[src/hdl/mfs_pkg.sv]
`default_nettype none

package mfs_pkg;

    localparam int TASK_W  = 4;
    localparam int SVC_W   = 6;
    localparam int TIME_W  = 32;
    localparam int LEVEL_W = 2;

    localparam logic OP_ADMIT = 1'b0;
    localparam logic OP_TICK  = 1'b1;

    typedef enum logic [1:0] {
        STAT_ADMIT  = 2'd0,
        STAT_RAN    = 2'd1,
        STAT_IDLE   = 2'd2,
        STAT_REJECT = 2'd3
    } status_t;

endpackage

`default_nettype wire

[src/hdl/multilevel_feedback_scheduler.sv]
// Channel  | Direction | Signals                                   | Handshake
// command  | in        | op, task_id, service_time                 | start while busy is low
// result   | out       | status, ran_task, ran_level, finished,    | done, one cycle per beat
//          |           | finish_time, turnaround_time              |
//
// One beat is taken in every cycle; busy never rises.
// Each command is first captured in the input register,
// then the queue, task table and clock updates and the result register load together.
// Reset empties all queues, clears each task's remaining service and active flag, and clears the time;
// no clearing pass is needed. The receiver cannot stall, so each result is shown for exactly one cycle.

`default_nettype none

module multilevel_feedback_scheduler #(
    parameter int MAX_TASKS = 16,
    parameter int LEVELS    = 3
) (
    input  wire logic                           clk,
    input  wire logic                           rst_n,
    input  wire logic                           start,
    output logic                                busy,
    input  wire logic                           op,
    input  wire logic [mfs_pkg::TASK_W-1:0]     task_id,
    input  wire logic [mfs_pkg::SVC_W-1:0]      service_time,
    output logic                                done,
    output mfs_pkg::status_t                    status,
    output logic [mfs_pkg::TASK_W-1:0]          ran_task,
    output logic [mfs_pkg::LEVEL_W-1:0]         ran_level,
    output logic                                finished,
    output logic [mfs_pkg::TIME_W-1:0]          finish_time,
    output logic [mfs_pkg::TIME_W-1:0]          turnaround_time
);

    import mfs_pkg::*;

    localparam int ID_W  = $clog2(MAX_TASKS);
    localparam int CNT_W = $clog2(MAX_TASKS + 1);
    localparam int POS_W = CNT_W + 1;
    localparam int LVL_W = $clog2(LEVELS);

    logic                in_valid_reg;
    logic                in_op_reg;
    logic [TASK_W-1:0]   in_id_reg;
    logic [SVC_W-1:0]    in_svc_reg;

    logic [TASK_W-1:0]   slot_reg [LEVELS][MAX_TASKS];
    logic [ID_W-1:0]     head_reg [LEVELS];
    logic [ID_W-1:0]     head_next [LEVELS];
    logic [CNT_W-1:0]    count_reg [LEVELS];
    logic [CNT_W-1:0]    count_next [LEVELS];
    logic [SVC_W-1:0]    remain_reg [MAX_TASKS];
    logic [TIME_W-1:0]   arrival_reg [MAX_TASKS];
    logic [MAX_TASKS-1:0] active_reg;
    logic [TIME_W-1:0]   now_reg;
    logic [TIME_W-1:0]   now_next;

    logic                done_reg;
    status_t             status_reg;
    status_t             status_next;
    logic [TASK_W-1:0]   ran_task_reg;
    logic [TASK_W-1:0]   ran_task_next;
    logic [LEVEL_W-1:0]  ran_level_reg;
    logic [LEVEL_W-1:0]  ran_level_next;
    logic                finished_reg;
    logic                finished_next;
    logic [TIME_W-1:0]   finish_time_reg;
    logic [TIME_W-1:0]   finish_time_next;
    logic [TIME_W-1:0]   turnaround_reg;
    logic [TIME_W-1:0]   turnaround_next;

    logic [TASK_W-1:0]   head_id_reg [LEVELS];
    logic [TASK_W-1:0]   head_id_next [LEVELS];
    logic [TASK_W-1:0]   second_id_reg [LEVELS];
    logic [TASK_W-1:0]   second_id_next [LEVELS];
    logic [POS_W-1:0]    fetch_sum;
    logic [ID_W-1:0]     fetch_pos;
    logic                found;
    logic [LVL_W-1:0]    sel_lvl;
    logic [TASK_W-1:0]   tick_id;
    logic [ID_W-1:0]     idx;
    logic [SVC_W-1:0]    rem;
    logic [SVC_W-1:0]    rem_dec;
    logic                act;
    logic                id_bad;
    logic                reject;

    logic                push_en;
    logic [LVL_W-1:0]    push_lvl;
    logic [TASK_W-1:0]   push_id;
    logic                push_ok;
    logic [POS_W-1:0]    push_sum;
    logic [ID_W-1:0]     push_pos;
    logic                pop_en;
    logic [LVL_W-1:0]    pop_lvl;

    logic                task_wr;
    logic [SVC_W-1:0]    remain_wdata;
    logic                active_wdata;
    logic                arrival_wr;

    assign busy = 1'b0;

    always_comb
    begin
        found   = 1'b0;
        sel_lvl = '0;
        for (int l = LEVELS - 1; l >= 0; l--)
        begin
            if (count_reg[l] != '0)
            begin
                found   = 1'b1;
                sel_lvl = LVL_W'(l);
            end
        end
    end

    assign tick_id = head_id_reg[sel_lvl];
    assign idx     = (in_op_reg == OP_TICK) ? ID_W'(tick_id) : ID_W'(in_id_reg);
    assign rem     = remain_reg[idx];
    assign act     = active_reg[idx];
    assign rem_dec = (rem != '0) ? rem - SVC_W'(1) : '0;
    assign id_bad  = int'(in_id_reg) >= MAX_TASKS;
    assign reject  = id_bad | (in_svc_reg == '0) | act;

    always_comb
    begin
        now_next         = now_reg;
        push_en          = 1'b0;
        push_lvl         = '0;
        push_id          = in_id_reg;
        pop_en           = 1'b0;
        pop_lvl          = sel_lvl;
        task_wr          = 1'b0;
        remain_wdata     = in_svc_reg;
        active_wdata     = 1'b1;
        arrival_wr       = 1'b0;
        status_next      = STAT_IDLE;
        ran_task_next    = '0;
        ran_level_next   = '0;
        finished_next    = 1'b0;
        finish_time_next = '0;
        turnaround_next  = '0;

        if (in_valid_reg)
        begin
            if (in_op_reg == OP_ADMIT)
            begin
                ran_task_next = in_id_reg;
                if (reject)
                begin
                    status_next = STAT_REJECT;
                end
                else
                begin
                    status_next = STAT_ADMIT;
                    task_wr     = 1'b1;
                    arrival_wr  = 1'b1;
                    push_en     = 1'b1;
                end
            end
            else
            begin
                now_next = now_reg + TIME_W'(1);
                if (found)
                begin
                    status_next    = STAT_RAN;
                    ran_task_next  = tick_id;
                    ran_level_next = LEVEL_W'(sel_lvl);
                    task_wr        = 1'b1;
                    remain_wdata   = rem_dec;
                    if (rem_dec == '0)
                    begin
                        pop_en           = 1'b1;
                        active_wdata     = 1'b0;
                        finished_next    = 1'b1;
                        finish_time_next = now_next;
                        turnaround_next  = now_next - arrival_reg[idx];
                    end
                    else if (int'(sel_lvl) + 1 < LEVELS)
                    begin
                        pop_en   = 1'b1;
                        push_en  = 1'b1;
                        push_lvl = LVL_W'(int'(sel_lvl) + 1);
                        push_id  = tick_id;
                    end
                end
            end
        end
    end

    always_comb
    begin
        push_ok  = int'(count_reg[push_lvl]) < MAX_TASKS;
        push_sum = POS_W'(head_reg[push_lvl]) + POS_W'(count_reg[push_lvl]);
        if (int'(push_sum) >= MAX_TASKS)
        begin
            push_sum = push_sum - POS_W'(MAX_TASKS);
        end
        push_pos = push_sum[ID_W-1:0];
    end

    // The entry two places behind the head becomes the second entry after a pop.
    always_comb
    begin
        fetch_sum = POS_W'(head_reg[pop_lvl]) + POS_W'(2);
        if (int'(fetch_sum) >= MAX_TASKS)
        begin
            fetch_sum = fetch_sum - POS_W'(MAX_TASKS);
        end
        fetch_pos = fetch_sum[ID_W-1:0];
    end

    always_comb
    begin
        for (int l = 0; l < LEVELS; l++)
        begin
            head_next[l]      = head_reg[l];
            count_next[l]     = count_reg[l];
            head_id_next[l]   = head_id_reg[l];
            second_id_next[l] = second_id_reg[l];
            if (pop_en && (pop_lvl == LVL_W'(l)) && (count_reg[l] != '0))
            begin
                head_next[l]    = (head_reg[l] == ID_W'(MAX_TASKS - 1)) ? '0
                                  : head_reg[l] + ID_W'(1);
                count_next[l]   = count_next[l] - CNT_W'(1);
                head_id_next[l] = second_id_reg[l];
            end
            if (push_en && push_ok && (push_lvl == LVL_W'(l)))
            begin
                count_next[l] = count_next[l] + CNT_W'(1);
                if (count_reg[l] == '0)
                begin
                    head_id_next[l] = push_id;
                end
                if (count_reg[l] == CNT_W'(1))
                begin
                    second_id_next[l] = push_id;
                end
            end
        end
    end

    always_ff @(posedge clk or negedge rst_n)
    begin
        if (!rst_n)
        begin
            in_valid_reg <= 1'b0;
            done_reg     <= 1'b0;
            now_reg      <= '0;
            active_reg   <= '0;
            for (int l = 0; l < LEVELS; l++)
            begin
                head_reg[l]  <= '0;
                count_reg[l] <= '0;
            end
            for (int i = 0; i < MAX_TASKS; i++)
            begin
                remain_reg[i] <= '0;
            end
        end
        else
        begin
            in_valid_reg <= start && !busy;
            done_reg     <= in_valid_reg;
            now_reg      <= now_next;
            head_reg     <= head_next;
            count_reg    <= count_next;
            if (task_wr)
            begin
                remain_reg[idx] <= remain_wdata;
                active_reg[idx] <= active_wdata;
            end
        end
    end

    always_ff @(posedge clk)
    begin
        if (start && !busy)
        begin
            in_op_reg  <= op;
            in_id_reg  <= task_id;
            in_svc_reg <= service_time;
        end
        if (push_en && push_ok)
        begin
            slot_reg[push_lvl][push_pos] <= push_id;
        end
        for (int l = 0; l < LEVELS; l++)
        begin
            head_id_reg[l] <= head_id_next[l];
            if (pop_en && (pop_lvl == LVL_W'(l)))
            begin
                second_id_reg[l] <= slot_reg[l][fetch_pos];
            end
            else
            begin
                second_id_reg[l] <= second_id_next[l];
            end
        end
        if (arrival_wr)
        begin
            arrival_reg[idx] <= now_reg;
        end
        status_reg      <= status_next;
        ran_task_reg    <= ran_task_next;
        ran_level_reg   <= ran_level_next;
        finished_reg    <= finished_next;
        finish_time_reg <= finish_time_next;
        turnaround_reg  <= turnaround_next;
    end

    assign done            = done_reg;
    assign status          = status_reg;
    assign ran_task        = ran_task_reg;
    assign ran_level       = ran_level_reg;
    assign finished        = finished_reg;
    assign finish_time     = finish_time_reg;
    assign turnaround_time = turnaround_reg;

    logic [31:0] queued_total;

    always_comb
    begin
        queued_total = '0;
        for (int l = 0; l < LEVELS; l++)
        begin
            queued_total = queued_total + 32'(count_reg[l]);
        end
    end

    a_queued_matches_active: assert property (@(posedge clk) disable iff (!rst_n)
        queued_total == 32'($countones(active_reg)))
        else $error("queue occupancy differs from the number of active tasks");

    a_result_latency: assert property (@(posedge clk) disable iff (!rst_n)
        start && !busy |-> ##2 done)
        else $error("accepted command produced no result two cycles later");

    a_finish_only_on_run: assert property (@(posedge clk) disable iff (!rst_n)
        done && finished |-> status == STAT_RAN && finish_time == $past(now_reg) + 32'd1)
        else $error("finish reported outside a run or with a wrong time");

    a_idle_is_clean: assert property (@(posedge clk) disable iff (!rst_n)
        done && status == STAT_IDLE |-> !finished && ran_task == '0 && finish_time == '0)
        else $error("idle tick carries task data");

endmodule

`default_nettype wire
[config.mk]
export PLATFORM = sky130hd
export DESIGN_NAME = multilevel_feedback_scheduler
export DESIGN_NICKNAME = d
export VERILOG_FILES = /design/src/hdl/mfs_pkg.sv /design/src/hdl/multilevel_feedback_scheduler.sv
export SDC_FILE = /design/constraint.sdc
export NUM_CORES = 1
export LEC_CHECK = 0
export BUFFER_PORTS_ARGS = -buffer_cell sky130_fd_sc_hd__buf_2
export CORE_MARGIN = 2
export CORE_UTILIZATION = 60
export DETAILED_ROUTE_END_ITERATION = 8
export PLACE_DENSITY = 0.77
export SYNTH_ARGS = -nofsm -noshare
export SYNTH_HDL_FRONTEND = slang
export SYNTH_SLANG_ARGS = --single-unit
[constraint.sdc]
create_clock -name clk -period 8.2 [get_ports clk]
set_clock_uncertainty 0.2 [all_clocks]
set_input_delay 0.82 -clock clk [delete_from_list [all_inputs] [get_ports clk]]
set_output_delay 0.82 -clock clk [all_outputs]
set_load 0.01 [all_outputs]
# ---- Word-level counts from Yosys, hierarchy flattened
# Memories as Yosys holds them, arrays and structs flattened.
# Index checks and enable logic that the tools add are counted.
# Widths: inputs -> output; s select.
dict set report word_totals {
  input_bits 14
  mem_count 4
  ram_bits 728
  regBits 257
}
dict set report op_classes {
  bitwise_logic 9
  add_sub_neg 17
  n_eq_ne 10
  muxes 119
  reduce_logical 27
  n_lt_le_gt_ge 13
}
# name depth word_bits read_ports rd_clocked_by_memory_dff write_ports line
set mem_list {}
lappend mem_list {arrival_reg 16 32 1 0 1 multilevel_feedback_scheduler.sv:52} ;# logic [TIME_W-1:0] arrival_reg [MAX_TASKS];
lappend mem_list {slot_reg 3 64 3 0 1 multilevel_feedback_scheduler.sv:46} ;# logic [TASK_W-1:0] slot_reg [LEVELS][MAX_TASKS];
lappend mem_list {head_id_reg 3 4 4 0 3 multilevel_feedback_scheduler.sv:71} ;# logic [TASK_W-1:0] head_id_reg [LEVELS];
lappend mem_list {second_id_reg 3 4 3 0 3 multilevel_feedback_scheduler.sv:73} ;# logic [TASK_W-1:0] second_id_reg [LEVELS];
# operator count
set op_table {}
lappend op_table {{$mux 4} 42}
lappend op_table {{$bwmux 96} 1}
lappend op_table {{$mux 64} 1}
lappend op_table {{$bmux 4 s4} 3}
lappend op_table {{$mux 6} 7}
lappend op_table {{$mux 5} 8}
lappend op_table {{$mux 1} 37}
lappend op_table {{$add 32x1->32 const B} 1}
lappend op_table {{$lt 32x3->1 const B} 1}
lappend op_table {{$sub 32x32->32} 1}
lappend op_table {{$bmux 6 s4} 1}
lappend op_table {{$demux 6 s4} 1}
lappend op_table {{$mux 2} 11}
lappend op_table {{$ge 5x5->1 const B} 4}
lappend op_table {{$bmux 4 s2} 2}
lappend op_table {{$bwmux 16} 1}
lappend op_table {{$demux 4 s4} 1}
lappend op_table {{$add 5x1->5 const B} 3}
lappend op_table {{$eq 5x1->1 const B} 3}
lappend op_table {{$logic_not 5->1} 3}
lappend op_table {{$not 4->5} 3}
lappend op_table {{$reduce_bool 5->1} 3}
lappend op_table {{$sub 5x1->5 const B} 3}
lappend op_table {{$logic_and 1x1->1} 13}
lappend op_table {{other kinds (26)} 41}

# ---- Depth between registers and ports, before layout
# Gate-level depths: netlist of run 1.
# An unclocked memory read counts as a cell.
dict set report depth {
  ltp_word 30
  depth_mapped 31
  mapped_depth_nobuf 24
}

# ---- Worst setup path after synthesis of run 1
# No wires, ideal clock.
dict set report synth_path {
  path_kind {register to register}
  startpoint {reg count_reg[10] (netlist bit)}
  endpoint {mem slot_reg[2][24] (netlist bit), enable pin}
  slack_ns 1.903
  synth_period_minus_slack_ns 6.297
  arrival_ns 5.736
  n_path_buf 6
  path_stages_with_launch 27
  path_cell_list {dfrtp_1 > inv_1 > ha_1 > or4b_1 > buf_2 > buf_2 > o22a_1 > a32oi_1 > clkbuf_1 > o32a_1 > o221ai_1 > inv_1 > ha_1 > inv_1 > or3_1 > clkbuf_1 > nor3_2 > o211a_4 > buf_6 > clkbuf_1 > o21ai_0 > ha_1 > fa_1 > xor2_1 > nor2_1 > mux2i_1 > nor3_1}
}
dict set report synth_between {
  elab_chain_cells 28
  elab_cells_between_ends 50
  classes_between {add/sub (4); order compare (5); mux (31); bitwise (4); reduce/logical (5); memory (1)}
}
# element line
set synth_rtl {}
lappend synth_rtl {{start, declared} multilevel_feedback_scheduler.sv:49} ;# logic [CNT_W-1:0] count_reg [LEVELS];
lappend synth_rtl {{start signal, assigned} multilevel_feedback_scheduler.sv:267} ;# count_reg <= count_next;
lappend synth_rtl {{$reduce_bool 5->1} multilevel_feedback_scheduler.sv:109} ;# if (count_reg[l] != '0)
lappend synth_rtl {{$mux 2} multilevel_feedback_scheduler.sv:109}
lappend synth_rtl {{$mem_v2 3x4} --}
lappend synth_rtl {{$mux 4} multilevel_feedback_scheduler.sv:118} ;# assign idx = (in_op_reg == OP_TICK) ? ID_W'(tick_id) : ID_W'(in_id_reg);
lappend synth_rtl {{$not 4->5 (not written as such)} multilevel_feedback_scheduler.sv:119} ;# assign rem = remain_reg[idx];
lappend synth_rtl {{$bmux 6 s4} multilevel_feedback_scheduler.sv:119}
lappend synth_rtl {{$mux 6 (not written as such) (2 in a row)} multilevel_feedback_scheduler.sv:119}
lappend synth_rtl {{$sub 6x1->6 or $reduce_bool 6->1 (tied branches)} multilevel_feedback_scheduler.sv:121} ;# assign rem_dec = (rem != '0) ? rem - SVC_W'(1) : '0;
lappend synth_rtl {{[11 not listed]} --}
lappend synth_rtl {{$ge 6x5->1 or $sub 4x1->4 (tied branches)} {multilevel_feedback_scheduler.sv:195, multilevel_feedback_scheduler.sv:197}}
lappend synth_rtl {{$mux 4} multilevel_feedback_scheduler.sv:195} ;# if (int'(push_sum) >= MAX_TASKS)
lappend synth_rtl {{$not 4->5 (not written as such)} multilevel_feedback_scheduler.sv:286} ;# slot_reg[push_lvl][push_pos] <= push_id;
lappend synth_rtl {{$ge 5x5->1 (not written as such) or $lt 5x1->1 (tied branches)} multilevel_feedback_scheduler.sv:286}
lappend synth_rtl {{$logic_and 1x1->1 (not written as such)} multilevel_feedback_scheduler.sv:286}
lappend synth_rtl {{$mux 4 (not written as such)} multilevel_feedback_scheduler.sv:286}
lappend synth_rtl {{$demux 4 s4} multilevel_feedback_scheduler.sv:286}
lappend synth_rtl {{$mux 64 (not written as such)} multilevel_feedback_scheduler.sv:286}
lappend synth_rtl {{end, declared} multilevel_feedback_scheduler.sv:46}
# Parallel ways exist; a longest one is shown, timed or not. The select of a mux whose other input is x is not followed.

# ---- Worst setup path in the final report of run 1
dict set report layout_path {
  startpoint {reg count_reg[10] (netlist bit)}
  endpoint {mem slot_reg[1][14] (netlist bit), enable pin}
}
# Same word-level chain as after synthesis.

==> impl_metrics.py, run 1 <==
metrics = {
    "route": {
        "ant_nets": 0,
        "vias_per_cell": 6.46,
        "vias": 28033,
        "drt_iter0_markers": 3666,
        "routedWlPerCell_um": 25.4,
        "remaining_drc_errors": 0,
        "drt_wl_total_um": 110000,
        "drt_pass1_iterations": 5,
    },
    "power": {
        "p_switching_mw": 4.95,
        "p_leak_nw": 18.0,
        "pwr-share-comb_pct": 27.9,
        "seq_power_share_pct": 42.1,
        "pwr-share-clk_pct": 30.0,
        "switching_share_pct": 33.0,
        "p_per_area_nw_per_um2": 318,
        "p_int_mw": 10.0,
        "irDropWorstVdd_v": 0.000231,
    },
    "global_routing": {
        "antenna_found_initial": 2,
        "grt_pass1_wl_um": 168000,
        "grt_usage_pct": 30.0,
        "gr-total-overflow": 0,
        "grt_pass1_vias": 27826,
        "grt_start_max_net_pins": 158,
    },
    "floorplanning": {
        "start_util_pct": 60.6,
        "rows": 97,
        "die_y_um": 270,
        "fp.dieW_um": 270,
        "io_pins": 89,
        "die-area_um2": 72800,
        "core_um2": 70000,
    },
    "cells_and_area": {
        "diodes": 0,
        "final_common_cell": "edfxtp_1",
        "layout-drive-gt1-share_pct": 15.4,
        "largest_register_ffs": 512,
        "syn_to_final_growth_pct": 11.2,
        "final_cells": 4338,
        "layout.nets": 3382,
        "most-common-layout-cells": "727 x edfxtp_1, 670 x nand2_1, 185 x nand3_1",
    },
    "setup_path": {
        "cp_max_fo": 16,
        "path_cells": "inv_1 -> ha_1 -> or4b_1 -> a21oi_4 -> o221ai_4 -> nor3b_4 -> a21oi_1 -> o221ai_1 -> inv_1 -> ha_1 -> inv_1 -> or3_1 -> nor3_2 -> o211a_4 -> or3_4 -> nand2_1 -> o21ai_0 -> ha_1 -> fa_1 -> xnor2_1 -> nor2_1 -> mux2i_2 -> nor2_1",
        "end_kind": "register",
        "slowest_stage": "or4b_1",
        "slowest_delay_ns": 0.79,
        "start_kind": "register",
        "worstSetupPathType": "register to register",
        "cp_data_arrival_time_ns": 7.88,
        "cp.required_ns": 8.34,
    },
    "synthesis": {
        "syn_area_um2": 42400,
        "synth-edff-count": 727,
        "syn_avg_cell_area_um2": 13.0,
        "async_flop_share_pct": 17.6,
        "syn_inst": 3264,
        "ys_types": 91,
        "synthAdderAreaFrac_pct": 1.63,
        "ys.flop_type": "edfxtp_1",
        "seq_area_frac_synth_pct": 65.7,
        "yosys_warnings": 0,
        "ys_ff_latch": 985,
        "synth_nets": 3332,
        "synthSimpleGateAreaFrac_pct": 13.4,
        "synth_top_family_by_area": "simple AND/OR/NAND/NOR gates",
        "synthMuxAreaShare_pct": 7.56,
        "synth_compound_area_share_pct": 7.01,
        "synth_xor_area_share_pct": 2.37,
    },
    "clock_tree": {
        "root_buffer": "clkbuf_16",
        "clkLatencyLatePin_ns": 0.69,
        "cts_setup_buffers": 0,
        "cts_max_path_buffers": 3,
        "cts_made_buffers": 96,
        "cts_resized": 0,
        "cts_htree_levels": 3,
        "cts_tree": "done",
        "ctsHoldBuffers": 0,
        "cts.sinks": 985,
        "cts.reportedPaths.clkPinSlew_ns": 0.06,
    },
    "place": {
        "dpl.hpwl_um": 66300,
        "finalWeightedCongestion": 0.933,
        "dp_cells": 4156,
        "io_buffers": 87,
    },
    "sta": {
        "grt_setup_unrepaired": "false",
        "fmax_ghz": 0.129,
        "tightest_slew_ns": 1.47,
        "slew_headroom_pct": 2.12,
        "min_period_over_period_pct": 94.4,
        "finalHoldViolCount": 0,
        "period_minus_slack_ns": 7.74,
        "final-setup-viol-count": 0,
        "setup_tns_ns": 0,
        "finalMaxSlewViolations": 0,
    },
    "outcome": {
        "status": "complete, no violations",
    },
    "min_path": {
        "hold_path_class": "primary input to async pin",
    },
    "run": {
        "maxCapViolCount": 0,
    },
}
==> path summary, 6_finish.rpt <==
check	from	depth (start not counted)	slack [ns]	endpoint
worst max-delay path	count_reg[10]	23	0.46	slot_reg[1][14]
worst min-delay path	rst_n	1	0.04	head_reg[9]
worst max register to register	count_reg[10]	23	0.46	slot_reg[1][14]
worst min register to register	in_valid_reg	0	0.28	done
max in group asynchronous	rst_n	2	6.13	head_reg[6]
min in group clk	task_id[2]	1	0.13	in_id_reg[2]
==> worst max-delay path, delay by kind of cell (launching register included) <==
family                   cells  cell delay, ns
flip-flops                   1            0.43
buffers and inverters        3            0.38
multiplexers                 1            0.73
XOR/XNOR                     1            0.28
AND/OR/NAND/NOR              8            2.56
adder cells (fa/ha/maj)      4            1.09
AO/OA/AOI/OAI                6            1.74
==> cell families after synthesis <==
| logic type | count (synthesis) |
|---|---|
| simple gates | 1263 |
| flops | 985 |
| compound gates | 397 |
| buf+inv | 232 |
| mux | 217 |
| xor+xnor | 115 |
| fa+ha+maj | 54 |
| other cells | 1 |
==> power by group through the flow <==
stage / Clock, mW / Sequential [mW] / Combinational [mW]
2_1_floorplan: 0 / 6.26 / 2.96
3_3_place_gp: 0 / 6.36 / 3.92
3_5_place_dp: 0 / 6.39 / 4.05
4_1_cts: 4.52 / 6.30 / 4.08
5_1_grt: 4.71 / 6.36 / 4.48
6_report: 4.50 / 6.31 / 4.18
==> area by class of cell <==
type	instances	area [µm²]
Sequential cell	985	27900
Fill cell	4694	22900
Multi-Input combinational cell	2047	13800
Clock buffer	127	2580
Tap cell	940	1180
Timing Repair Buffer	145	930
Clock inverter	55	671
Inverter	39	146
==> synth_stat cells, types with 18 or more instances <==
cell type  count  area [µm²]
buf_2         23         115
dfxtp_1       85        1700
xor2_1        48         420
or3_1         18         113
and3_1       113         707
mux4_2        70        1580
buf_1         38         143
xnor2_1       67         587
inv_1         36         135
edfxtp_1     727       21800
o21ai_0       48         240
ha_1          52         651
nand2_1      671        2520
a21o_1        22         165
nor3_1        32         160
clkbuf_1     117         439
a31oi_1       38         238
dfrtp_1      173        4330
nand3_1      185         926
a32o_1        32         320
nor2_1       172         646
mux2_2        77         867
a21oi_1       76         380
a311oi_1      64         561
mux2i_1       52         521
==> stage by stage <==
stage	hold WS (ns)	cell area, µm²	worst slack [ns]	util (%)	power [mW]
floorplan	0.201	42400	1.90	-	9.22
finish	0.0370	47100	0.463	67.3	15.0
detailed placement	0.247	43900	0.229	62.7	10.4
global placement	0.262	43900	0.546	62.7	10.3
CTS	0.0861	47100	0.214	67.3	14.9
global route	0.105	47100	0.0213	67.3	15.6
==> per-layer routing <==
layer  share of wire, %  GRT usage, %
met3                9.7          5.36
met1                 40          42.7
met2                 46          46.5
met4                3.9          12.0
met5             0.0063             0
Power figures use the tool's default switching activity.
==> run 2, diff against run 1 <==
--- a/config.mk
+++ b/config.mk
@@ -9,7 +9,7 @@
 export CORE_MARGIN = 2
 export CORE_UTILIZATION = 60
 export DETAILED_ROUTE_END_ITERATION = 8
-export PLACE_DENSITY = 0.77
+export PLACE_DENSITY = 0.82
 export SYNTH_ARGS = -nofsm -noshare
 export SYNTH_HDL_FRONTEND = slang
 export SYNTH_SLANG_ARGS = --single-unit
==> impl_metrics.py, run 2 (synthesized netlist as in run 1, its figures left out) <==
metrics = {
    "cells_and_area": {
        "nFillCells": 4605,
        "final_util_pct": 67.4,
        "final_common_cell": "edfxtp_1",
        "layout.nets": 3389,
        "most-common-layout-cells": "727 x edfxtp_1, 670 x nand2_1, 185 x nand3_1",
        "syn_to_final_growth_pct": 11.3,
        "layout-drive-gt1-share_pct": 15.6,
        "largest_register_ffs": 512,
        "diodes": 0,
    },
    "sta": {
        "finalMaxSlewViolations": 0,
        "setup_tns_ns": 0,
        "final-setup-viol-count": 0,
        "grt_setup_unrepaired": "false",
        "period_minus_slack_ns": 7.80,
        "tightest_slew_ns": 1.36,
        "slew_headroom_pct": 6.46,
        "min_period_over_period_pct": 95.1,
        "finalHoldViolCount": 0,
        "fmax_ghz": 0.128,
    },
    "floorplanning": {
        "io_pins": 89,
        "start_util_pct": 60.6,
        "core_um2": 70000,
        "rows": 97,
        "die-area_um2": 72800,
        "die_y_um": 270,
        "fp.dieW_um": 270,
    },
    "route": {
        "ant_nets": 0,
        "vias_per_cell": 6.51,
        "drt_iter0_markers": 4098,
        "drt_wl_total_um": 111000,
        "vias": 28261,
        "drt_pass1_iterations": 9,
        "remaining_drc_errors": 0,
        "routedWlPerCell_um": 25.5,
    },
    "clock_tree": {
        "root_buffer": "clkbuf_16",
        "cts_tree": "done",
        "cts.sinks": 985,
        "cts_setup_buffers": 0,
        "cts.reportedPaths.clkPinSlew_ns": 0.07,
        "cts_htree_levels": 3,
        "clkLatencyLatePin_ns": 0.69,
        "cts_max_path_buffers": 3,
        "cts_made_buffers": 94,
        "cts_resized": 0,
        "ctsHoldBuffers": 0,
    },
    "place": {
        "finalWeightedCongestion": 0.917,
        "dpl.hpwl_um": 63600,
        "io_buffers": 87,
    },
    "setup_path": {
        "end_kind": "register",
        "path_cells": "inv_1 -> ha_1 -> or4b_1 -> a21oi_4 -> o22ai_1 -> a31oi_1 -> o221ai_1 -> inv_1 -> ha_1 -> inv_1 -> or3_1 -> nor3_2 -> o211a_4 -> buf_4 -> o21ai_0 -> ha_1 -> fa_1 -> xnor2_1 -> nor2_1 -> mux2i_1 -> nor2_1",
        "cp_data_arrival_time_ns": 7.97,
        "slowest_stage": "mux2i_1",
        "start_kind": "register",
        "cp_max_fo": 18,
        "cp.required_ns": 8.37,
        "worstSetupPathType": "register to register",
        "slowest_delay_ns": 1.02,
    },
    "global_routing": {
        "antenna_found_initial": 1,
        "grt_usage_pct": 30.2,
        "grt_start_max_net_pins": 176,
        "grt_pass1_vias": 27496,
        "grt_pass1_wl_um": 168000,
        "gr-total-overflow": 0,
    },
    "run": {
        "maxCapViolCount": 0,
    },
    "power": {
        "pwr-share-comb_pct": 28.4,
        "seq_power_share_pct": 41.7,
        "p_int_mw": 10.1,
        "irDropWorstVdd_v": 0.000248,
        "switching_share_pct": 33.3,
        "totalPowerFinal_mw": 15.1,
        "p_per_area_nw_per_um2": 320,
        "p_leak_nw": 18.1,
        "p_switching_mw": 5.04,
        "pwr-share-clk_pct": 29.9,
    },
    "outcome": {
        "status": "complete, no violations",
    },
    "min_path": {
        "hold_path_class": "primary input to async pin",
    },
}
[run 2: layout make-up]
class	count	area, µm²	area share [%]
well taps	940	1180	2.49
clock inverters	35	492	1.04
inverters	39	146	0.310
clock buffers	143	2790	5.91
multi-input cells	2047	13800	29.1
repair buffers	154	985	2.09
flip-flops and latches	985	27900	59.0
[run 2: final timing paths]
check | to | cells after the start | slack, ns | start
worst max-delay path | slot_reg[1][42] | 21 | 0.40 | count_reg[10]
worst min-delay path | count_reg[1] | 1 | 0.03 | rst_n
worst max register to register | slot_reg[1][42] | 21 | 0.40 | count_reg[10]
worst min register to register | done | 0 | 0.28 | in_valid_reg
max in group asynchronous | remain_reg[59] | 2 | 6.19 | rst_n
min in group clk | in_id_reg[2] | 1 | 0.11 | task_id[2]
[run 2: per-stage QoR]
step / setup slack [ns] / hold WS (ns) / cell area [µm²] / instances
2_1_floorplan: 1.90 / 0.201 / 42400 / 3264
6_report: 0.403 / 0.0329 / 47200 / 4343
3_3_place_gp: 0.794 / 0.254 / 43900 / 4164
5_1_grt: 0.138 / 0.0890 / 47200 / 4343
3_5_place_dp: 0.691 / 0.272 / 43900 / 4164
4_1_cts: 0.560 / 0.0752 / 47200 / 4342
[run 2: power by group through the flow]
| stage | clock [mW] | sequential (mW) | combinational, mW |
|---|---|---|---|
| 6_report | 4.52 | 6.31 | 4.30 |
| 5_1_grt | 4.73 | 6.35 | 4.56 |
| 2_1_floorplan | 0 | 6.26 | 2.96 |
| 4_1_cts | 4.53 | 6.29 | 4.20 |
| 3_5_place_dp | 0 | 6.38 | 4.12 |
| 3_3_place_gp | 0 | 6.38 | 4.01 |
[run 2: critical path, delay by kind of cell (launching register included)]
family          cells  cell delay (ns)
compound gates      6             2.06
xor+xnor            1             0.26
fa+ha+maj           4             1.05
buf+inv             4             0.62
flops               1             0.43
mux                 1             1.02
simple gates        5             1.83
[run 2: routing by layer]
layer,vias up,GRT usage (%),share of wire [%]
met5,-,0,0
met4,0,15.2,5.5
met3,403,6.41,11
met2,1960,45.9,46
met1,13749,41.6,37
li1,12149,-,-
